File: config.mk
export PLATFORM = sky130hd
export DESIGN_NAME = ps2_mouse_cursor_tracker_unit
export DESIGN_NICKNAME = d
export VERILOG_FILES = /design/src/hdl/pmct_pkg.sv /design/src/hdl/pmct_packet_asm.sv /design/src/hdl/pmct_cursor_upd.sv /design/src/hdl/ps2_mouse_cursor_tracker_unit.sv
export SDC_FILE = /design/constraint.sdc
export NUM_CORES = 1
export LEC_CHECK = 0
export BUFFER_PORTS_ARGS = -buffer_cell sky130_fd_sc_hd__buf_2
export CORE_UTILIZATION = 30
export DETAILED_ROUTE_END_ITERATION = 8
export GPL_TIMING_DRIVEN = 0
export HOLD_SLACK_MARGIN = 0.08
export PLACE_DENSITY_LB_ADDON = 0.25
export SLEW_MARGIN = 20
export SYNTH_ARGS = -nofsm -noshare
export SYNTH_HDL_FRONTEND = slang
export SYNTH_SLANG_ARGS = --single-unit
File: constraint.sdc
create_clock -name clock -period 4.2 [get_ports clock]
set_input_delay 0.21 -clock clock [delete_from_list [all_inputs] [get_ports clock]]
set_output_delay 0.21 -clock clock [all_outputs]
set_load 0.05 [all_outputs]
File: src/hdl/pmct_pkg.sv
// Shared types and constants for the PS/2 mouse cursor tracker.
// No dependencies; imported by every module of the block.
`default_nettype none

package pmct_pkg;

   // Fixed field widths
   localparam int BYTE_W     = 8;
   localparam int CSR_DATA_W = 12;
   localparam int CSR_IDX_W  = 1;
   localparam int CURSOR_W   = 12;
   localparam int MOVE_W     = 9;

   // Default coordinate width
   localparam int COORD_BITS_DEFAULT = 12;

   // Header byte bit positions
   localparam int HDR_SYNC_BIT  = 3;
   localparam int HDR_XSIGN_BIT = 4;
   localparam int HDR_YSIGN_BIT = 5;

   // Reset values
   localparam logic [CSR_DATA_W-1:0] MAX_X_RESET = 12'd319;
   localparam logic [CSR_DATA_W-1:0] MAX_Y_RESET = 12'd199;
   localparam int POS_X_RESET = 160;
   localparam int POS_Y_RESET = 100;

   // Configuration register indexes
   localparam logic [CSR_IDX_W-1:0] CSR_MAX_X = 1'b0;
   localparam logic [CSR_IDX_W-1:0] CSR_MAX_Y = 1'b1;

   // Packet byte phase
   typedef enum logic [1:0] {
      PHASE_HDR = 2'd0,
      PHASE_X   = 2'd1,
      PHASE_Y   = 2'd2
   } phase_type;

   // One decoded movement, 9-bit two's complement each
   typedef struct packed {
      logic signed [MOVE_W-1:0] dx;
      logic signed [MOVE_W-1:0] dy;
   } move_type;

endpackage

`default_nettype wire

File: src/hdl/pmct_packet_asm.sv
// Packet assembler: gathers header, X and Y bytes into one movement beat.
// Depends on pmct_pkg for the phase enum and the movement struct.
`default_nettype none

module pmct_packet_asm
   import pmct_pkg::*;
(
   input  wire logic              clock,
   input  wire logic              reset,
   input  wire logic              req_valid,
   output logic                   req_ready,
   input  wire logic [BYTE_W-1:0] req_rx_byte,
   output logic                   mv_valid,
   input  wire logic              mv_ready,
   output move_type               mv
);

   phase_type phase_ff, phase_in;
   logic [BYTE_W-1:0] header_ff;
   logic [BYTE_W-1:0] x_byte_ff;
   logic              mv_valid_ff, mv_valid_in;
   move_type          mv_ff, mv_in;
   logic              accept;
   logic              mv_free;
   logic              hdr_load, x_load, mv_load;

   // Movement slot frees up when empty or drained this cycle
   assign mv_free   = !mv_valid_ff || mv_ready;
   assign req_ready = (phase_ff != PHASE_Y) || mv_free;
   assign accept    = req_valid && req_ready;

   // Next phase
   always_comb begin
      phase_in = phase_ff;
      unique case (phase_ff)
         PHASE_X: begin
            if (accept) phase_in = PHASE_Y;
         end
         PHASE_Y: begin
            if (accept) phase_in = PHASE_HDR;
         end
         PHASE_HDR: begin
            if (accept) phase_in = req_rx_byte[HDR_SYNC_BIT] ? PHASE_X : PHASE_HDR;
         end
         default: begin
            if (accept) phase_in = req_rx_byte[HDR_SYNC_BIT] ? PHASE_X : PHASE_HDR;
         end
      endcase
   end

   // Load strobes per phase
   always_comb begin
      hdr_load = 1'b0;
      x_load   = 1'b0;
      mv_load  = 1'b0;
      unique case (phase_ff)
         PHASE_X: begin
            x_load = accept;
         end
         PHASE_Y: begin
            mv_load = accept;
         end
         PHASE_HDR: begin
            hdr_load = accept && req_rx_byte[HDR_SYNC_BIT];
         end
         default: begin
            hdr_load = accept && req_rx_byte[HDR_SYNC_BIT];
         end
      endcase
   end

   // Form the signed movements from sign bits and data bytes
   always_comb begin
      mv_in.dx = $signed({header_ff[HDR_XSIGN_BIT], x_byte_ff});
      mv_in.dy = $signed({header_ff[HDR_YSIGN_BIT], req_rx_byte});
   end

   // Hold the beat until the cursor stage takes it
   assign mv_valid_in = mv_load || (mv_valid_ff && !mv_ready);

   always_ff @(posedge clock) begin
      if (reset) begin
         phase_ff    <= PHASE_HDR;
         mv_valid_ff <= 1'b0;
      end else begin
         phase_ff    <= phase_in;
         mv_valid_ff <= mv_valid_in;
      end
   end

   // Payload registers
   always_ff @(posedge clock) begin
      if (hdr_load) header_ff <= req_rx_byte;
      if (x_load)   x_byte_ff <= req_rx_byte;
      if (mv_load)  mv_ff     <= mv_in;
   end

   assign mv_valid = mv_valid_ff;
   assign mv       = mv_ff;

endmodule

`default_nettype wire

File: src/hdl/pmct_cursor_upd.sv
// Cursor update: applies one movement beat and clamps to the limits.
// Depends on pmct_pkg; the position registers double as the result register.
`default_nettype none

module pmct_cursor_upd
   import pmct_pkg::*;
#(
   parameter int COORD_BITS = COORD_BITS_DEFAULT
) (
   input  wire logic                  clock,
   input  wire logic                  reset,
   input  wire logic                  mv_valid,
   output logic                       mv_ready,
   input  wire move_type              mv,
   input  wire logic [CSR_DATA_W-1:0] max_x,
   input  wire logic [CSR_DATA_W-1:0] max_y,
   output logic                       rsp_valid,
   input  wire logic                  rsp_ready,
   output logic [CURSOR_W-1:0]        rsp_cursor_x,
   output logic [CURSOR_W-1:0]        rsp_cursor_y
);

   localparam int SUM_W = COORD_BITS + 2;
   localparam logic [COORD_BITS-1:0] RESET_X = COORD_BITS'(POS_X_RESET);
   localparam logic [COORD_BITS-1:0] RESET_Y = COORD_BITS'(POS_Y_RESET);

   logic [COORD_BITS-1:0]   pos_x_ff, pos_x_in;
   logic [COORD_BITS-1:0]   pos_y_ff, pos_y_in;
   logic                    rsp_valid_ff, rsp_valid_in;
   logic signed [SUM_W-1:0] sum_x, sum_y;
   logic signed [SUM_W-1:0] lim_x, lim_y;
   logic                    advance;

   // Take a beat once the previous result is gone
   assign mv_ready = !rsp_valid_ff || rsp_ready;
   assign advance  = mv_valid && mv_ready;

   // Add X, subtract Y
   always_comb begin
      sum_x = $signed({2'b00, pos_x_ff}) + $signed({{(SUM_W-MOVE_W){mv.dx[MOVE_W-1]}}, mv.dx});
      sum_y = $signed({2'b00, pos_y_ff}) - $signed({{(SUM_W-MOVE_W){mv.dy[MOVE_W-1]}}, mv.dy});
      lim_x = $signed({2'b00, COORD_BITS'(max_x)});
      lim_y = $signed({2'b00, COORD_BITS'(max_y)});
   end

   // Clamp each coordinate to 0..limit
   always_comb begin
      if (sum_x[SUM_W-1])   pos_x_in = '0;
      else if (sum_x > lim_x) pos_x_in = lim_x[COORD_BITS-1:0];
      else                  pos_x_in = sum_x[COORD_BITS-1:0];

      if (sum_y[SUM_W-1])   pos_y_in = '0;
      else if (sum_y > lim_y) pos_y_in = lim_y[COORD_BITS-1:0];
      else                  pos_y_in = sum_y[COORD_BITS-1:0];
   end

   assign rsp_valid_in = advance || (rsp_valid_ff && !rsp_ready);

   always_ff @(posedge clock) begin
      if (reset) begin
         pos_x_ff     <= RESET_X;
         pos_y_ff     <= RESET_Y;
         rsp_valid_ff <= 1'b0;
      end else begin
         rsp_valid_ff <= rsp_valid_in;
         if (advance) begin
            pos_x_ff <= pos_x_in;
            pos_y_ff <= pos_y_in;
         end
      end
   end

   assign rsp_valid    = rsp_valid_ff;
   assign rsp_cursor_x = CURSOR_W'(pos_x_ff);
   assign rsp_cursor_y = CURSOR_W'(pos_y_ff);

endmodule

`default_nettype wire

File: src/hdl/ps2_mouse_cursor_tracker_unit.sv
// Top level of the PS/2 mouse cursor tracker: limit registers and the two stages.
// Depends on pmct_pkg, pmct_packet_asm and pmct_cursor_upd.
//
//   Channel  Direction  Handshake            Payload
//   req_     in         req_valid/req_ready  req_rx_byte[7:0]
//   rsp_     out        rsp_valid/rsp_ready  rsp_cursor_x[11:0], rsp_cursor_y[11:0]
//   csr_     in         csr_valid/csr_ready  csr_index[0], csr_data[11:0]
//
// One byte is taken per cycle, save for a Y byte that waits on a stalled result. A result
// for the third byte of a packet passes from the movement register through the
// add and clamp into the position register, which also drives rsp_.
// Synchronous reset puts the limits at 319/199 and the cursor at 160/100.
// A stalled result holds the movement register; header and X bytes keep
// flowing, and only a Y byte waits while both registers are full.
`default_nettype none

module ps2_mouse_cursor_tracker_unit
   import pmct_pkg::*;
#(
   parameter int COORD_BITS = COORD_BITS_DEFAULT
) (
   input  wire logic                  clock,
   input  wire logic                  reset,
   input  wire logic                  req_valid,
   output logic                       req_ready,
   input  wire logic [BYTE_W-1:0]     req_rx_byte,
   output logic                       rsp_valid,
   input  wire logic                  rsp_ready,
   output logic [CURSOR_W-1:0]        rsp_cursor_x,
   output logic [CURSOR_W-1:0]        rsp_cursor_y,
   input  wire logic                  csr_valid,
   output logic                       csr_ready,
   input  wire logic [CSR_IDX_W-1:0]  csr_index,
   input  wire logic [CSR_DATA_W-1:0] csr_data
);

   logic [CSR_DATA_W-1:0] max_x_ff, max_x_in;
   logic [CSR_DATA_W-1:0] max_y_ff, max_y_in;
   logic                  csr_write;
   logic                  mv_valid;
   logic                  mv_ready;
   move_type              mv;

   // Limit registers take every write beat
   assign csr_ready = 1'b1;
   assign csr_write = csr_valid && csr_ready;

   always_comb begin
      max_x_in = max_x_ff;
      max_y_in = max_y_ff;
      if (csr_write) begin
         unique case (csr_index)
            CSR_MAX_X: max_x_in = csr_data;
            CSR_MAX_Y: max_y_in = csr_data;
            default:   max_x_in = max_x_ff;
         endcase
      end
   end

   always_ff @(posedge clock) begin
      if (reset) begin
         max_x_ff <= MAX_X_RESET;
         max_y_ff <= MAX_Y_RESET;
      end else begin
         max_x_ff <= max_x_in;
         max_y_ff <= max_y_in;
      end
   end

   // Byte phase tracking and movement forming
   pmct_packet_asm u_packet_asm (
      .clock       (clock),
      .reset       (reset),
      .req_valid   (req_valid),
      .req_ready   (req_ready),
      .req_rx_byte (req_rx_byte),
      .mv_valid    (mv_valid),
      .mv_ready    (mv_ready),
      .mv          (mv)
   );

   // Position accumulate and clamp
   pmct_cursor_upd #(
      .COORD_BITS (COORD_BITS)
   ) u_cursor_upd (
      .clock        (clock),
      .reset        (reset),
      .mv_valid     (mv_valid),
      .mv_ready     (mv_ready),
      .mv           (mv),
      .max_x        (max_x_ff),
      .max_y        (max_y_ff),
      .rsp_valid    (rsp_valid),
      .rsp_ready    (rsp_ready),
      .rsp_cursor_x (rsp_cursor_x),
      .rsp_cursor_y (rsp_cursor_y)
   );

   // A blocked movement beat stays put
   a_mv_hold: assert property (@(posedge clock) disable iff (reset)
      (mv_valid && !mv_ready) |=> (mv_valid && $stable(mv)))
      else $error("movement beat lost or changed while blocked");

   // A taken movement beat shows up as a result next cycle
   a_mv_to_rsp: assert property (@(posedge clock) disable iff (reset)
      (mv_valid && mv_ready) |=> rsp_valid)
      else $error("movement beat taken without a result");

   // No movement is taken while a result is stalled
   a_no_overrun: assert property (@(posedge clock) disable iff (reset)
      (rsp_valid && !rsp_ready) |-> !mv_ready)
      else $error("movement stage open over a stalled result");

endmodule

`default_nettype wire
==> impl_summary.txt <==
----------------------------------------------------
[Floorplan]
  Area of the die ... 16300 sq um
  Die height ... 128 um
  Core Region ... 15300 sq um
  IO Count ... 53
  Initial Util ... 0.310
  Placement Rows ... 45
  Chip width ... 128 um

[Timing]
  Final Hold Fails ... 0
  Unrepaired setup endpoints after global routing ... yes
  Shortest clock period the worst path allows after layout ... 4040 ps
  Transition time at the pin with the least slew margin ... 1030 ps
  Final Setup Violations ... 0
  Worst slew margin ... 0.312
  Period Utilization, post-route ... 0.961
  Skew final ... 5.49 ps
  Top achievable clock speed ... 0.248 GHz
  Fin Hold WS ... 101 ps
  Max-slew violation count ... 0

[Route]
  Number of detailed-route iterations in the first pass ... 4
  Total via count in the routed design ... 3904
  Final ANT Viol Nets ... 0
  Remaining routing DRC violations ... 0
  Post-DR vias/cell ... 4.79
  Wire length reported by the detailed router ... 12400 um
  Drt initial violations ... 190
  Post-detailed-route wirelength per cell ... 15.2 um

[CTS]
  Latest clock arrival within the worst-skew pair ... 340 ps
  Clock H-tree levels ... 3
  Inserted Clock Buffers ... 9
  Clk buf depth ... 2
  Clk sink count ... 80
  CTS tree ... done
  Clock root buffer ... clkbuf_16
  Clock slew at reported path FFs ... 60 ps

[Yosys]
  Post-synthesis average cell area ... 9.14 sq um
  Area share of the largest cell type after synthesis ... 0.219
  Synthesized net count ... 599
  Netlist area before placement ... 4750 sq um
  Main area contributors after synthesis ... dfxtp_1 22%, edfxtp_1 18%, ha_1 14%
  Library cell occupying the most area in the post-synthesis netlist ... dfxtp_1
  Top FF cell, synth ... dfxtp_1
  Number of flops mapped to enable cells by yosys ... 28
  Total of flip-flops plus latches after synthesis ... 80
  Synthesis Warnings ... 0
  Distinct cell type count after synthesis ... 59
  Synth cell count leaders ... 71 x nand2_1, 52 x dfxtp_1, 52 x ha_1
  Part of the Yosys area used for sequential elements ... 0.397
  Most frequent cell after synthesis ... nand2_1
  Gate count of the mapped netlist ... 519
  Share of async-settable or async-resettable flops after synthesis ... 0

[Pwr]
  Power per Cell Area ... 317 nW/um^2
  Sequential group share of total power ... 0.451
  Fraction of power spent switching nets ... 0.236
  Combinational fraction of design power ... 0.094
  Part of the power in the clock network ... 0.455
  Largest voltage drop on the vdd net ... 253 uV
  Leakage ... 2.49 nW
  Internal Power ... 1.42 mW
  Switching power total ... 0.437 mW
  Total power consumption of the routed design ... 1.85 mW

[Global route]
  Largest net degree at the start of global routing ... 20
  Global-route wire length before repair ... 19000 um
  Vias in the first global route ... 3693
  GRT Residual Overflow ... 0
  Antenna violations before repair ... 0
  Tot GR Track Use ... 0.156

[Place]
  Count of buffers inserted at the top-level ports ... 50
  HPWL Detailed ... 9620 um
  Number of cells after detailed placement ... 780
  Routability cong. ... 0.885

[Run status]
  Run status ... finished, final reports clean

[Critical path]
  Category of cells accounting for the largest share of critical-path delay ... compound AO/OA/AOI/OAI gates
  CP Class ... flop to flop
  Worst path slowest cell ... edfxtp_1
  Data required time at the worst endpoint ... 4410 ps
  Slowest cell delay on critical path ... 370 ps
  Most used cell along the critical path ... a211oi_2
  CP Max Fanout ... 5
  Arrival time worst endpoint ... 4240 ps
  Cells traversed along the worst timing path ... ha_2 > inv_2 > fa_2 > nor2b_2 > o31a_1 > o21a_1 > a21oi_2 > o21bai_1 > xor2_1 > ha_1 > nand4_1 > nor4_2 > nor3_1 > a211oi_2 > a211oi_2 > mux2i_2 > buf_6 > mux2i_1 > o21ai_1
  Endpoint class of the critical path ... flop
  Crit path buffers/inverters ... 2
  Critical Path Start Type ... flop

[Cells and area]
  Syn-to-layout area delta ... 23.3%
  N_diodes ... 0
  Ratio of cells with drive above 1 in the final layout ... 0.187
  Layout Utilization ... 0.382
  Nets@finish ... 679
  Final Non-Filler Cells ... 815

[Hold path]
  Worst Hold Class ... primary input to flop

[Flow run]
  # Max-Cap Violations ... 0

----------------------------------------------------
worst reg2reg max path, cell delays in order (launching register included):
cell and delay, ps:
edfxtp_1 370, ha_2 210, inv_2 60, fa_2 210, nor2b_2 50, o31a_1 320, o21a_1 210, a21oi_2 160
o21bai_1 90, xor2_1 160, ha_1 330, nand4_1 170, nor4_2 300, nor3_1 140, a211oi_2 250, a211oi_2 70
mux2i_2 300, buf_6 200, mux2i_1 230, o21ai_1 80
worst paths after layout:
path	slack, ps	depth (start not counted)	from	to
worst max-delay path	160	19	u_packet_asm.mv[9]$_DFFE_PP_	u_cursor_upd.rsp_cursor_x[1]$_SDFFE_PP0P_
worst min-delay path	100	1	req_rx_byte[3]	u_packet_asm.mv[3]$_DFFE_PP_
worst max register to register	160	19	u_packet_asm.mv[9]$_DFFE_PP_	u_cursor_upd.rsp_cursor_x[1]$_SDFFE_PP0P_
worst min register to register	420	0	u_packet_asm.x_byte_ff[6]$_DFFE_PP_	u_packet_asm.mv[15]$_DFFE_PP_
sequential cells by signal (all words and copies together), names as in the netlist:
name / count
u_cursor_upd.rsp_valid: 1
u_packet_asm.mv_valid: 1
u_packet_asm.phase_ff: 2
u_packet_asm.header_ff: 2
u_cursor_upd.rsp_cursor_x: 12
u_cursor_upd.rsp_cursor_y: 12
u_packet_asm.x_byte_ff: 8
max_x_ff: 12
u_packet_asm.mv: 18
max_y_ff: 12
power by group through the flow:
stage / Sequential (mW) / Combinational (mW) / Clock [mW]
3_3_place_gp: 0.852 / 0.155 / 0
3_5_place_dp: 0.853 / 0.159 / 0
6_report: 0.836 / 0.174 / 0.842
2_1_floorplan: 0.850 / 0.107 / 0
5_1_grt: 0.838 / 0.194 / 0.891
4_1_cts: 0.836 / 0.167 / 0.861
what timing repair did:
action	in CTS	in global routing
pin swaps	0	13
endpoints found under the setup margin	11	23
gates resized for setup	4	23
setup buffers	2	9
gates cloned	0	1
hold buffers	7	0
hold endpoints to repair	15	0
layout make-up:
class,count,area (sq um)
Inverter,50,188
Fill cell,1567,9470
Timing Repair Buffer,69,410
Multi-Input combinational cell,375,2710
Clock buffer,11,233
Tap cell,211,264
Clock inverter,5,81.3
Sequential cell,80,1880
Buffer,14,75.1
layout by cell type (no fill, tap or decap), drive strengths merged, types with 6 or more instances in the layout:
master,Yosys,final
dfxtp,52,52
nand2,71,71
mux2i,25,25
a211o,6,6
dlygate4sd3,0,7
nor2,28,28
inv,49,49
a21oi,45,45
nand2b,7,7
a211oi,6,6
clkbuf,10,21
ha,52,52
nand3,10,10
edfxtp,28,28
nor2b,7,7
xnor2,14,14
o21ai,33,33
o21a,8,8
buf,4,66
nand3b,6,6
metrics by stage:
step                instance area [sq um]  setup TNS [ps]  setup slack (ps)
CTS                                  5680               0              9.36
global route                         5850            -281             -65.6
detailed placement                   5260           -2490              -297
global placement                     5260           -2760              -310
floorplan                            4750               0              19.6
finish                               5850               0               164
per-layer routing:
layer,vias up,GRT usage,part of all wire
met5,-,0,0
met4,0,0.0554,0.015
met3,13,0.0346,0.037
met1,1823,0.194,0.47
li1,1978,-,-
met2,90,0.263,0.48
cells by family after synthesis:
logic type,Yosys count,share of synthesized area
buf+inv,64,0.0546
compound gates,127,0.172
fa+ha+maj,54,0.146
simple gates,151,0.147
flops,80,0.397
xor+xnor,17,0.0314
other cells,1,0.000790
mux,25,0.0527
No activity file was read; power rests on OpenSTA's default activity.
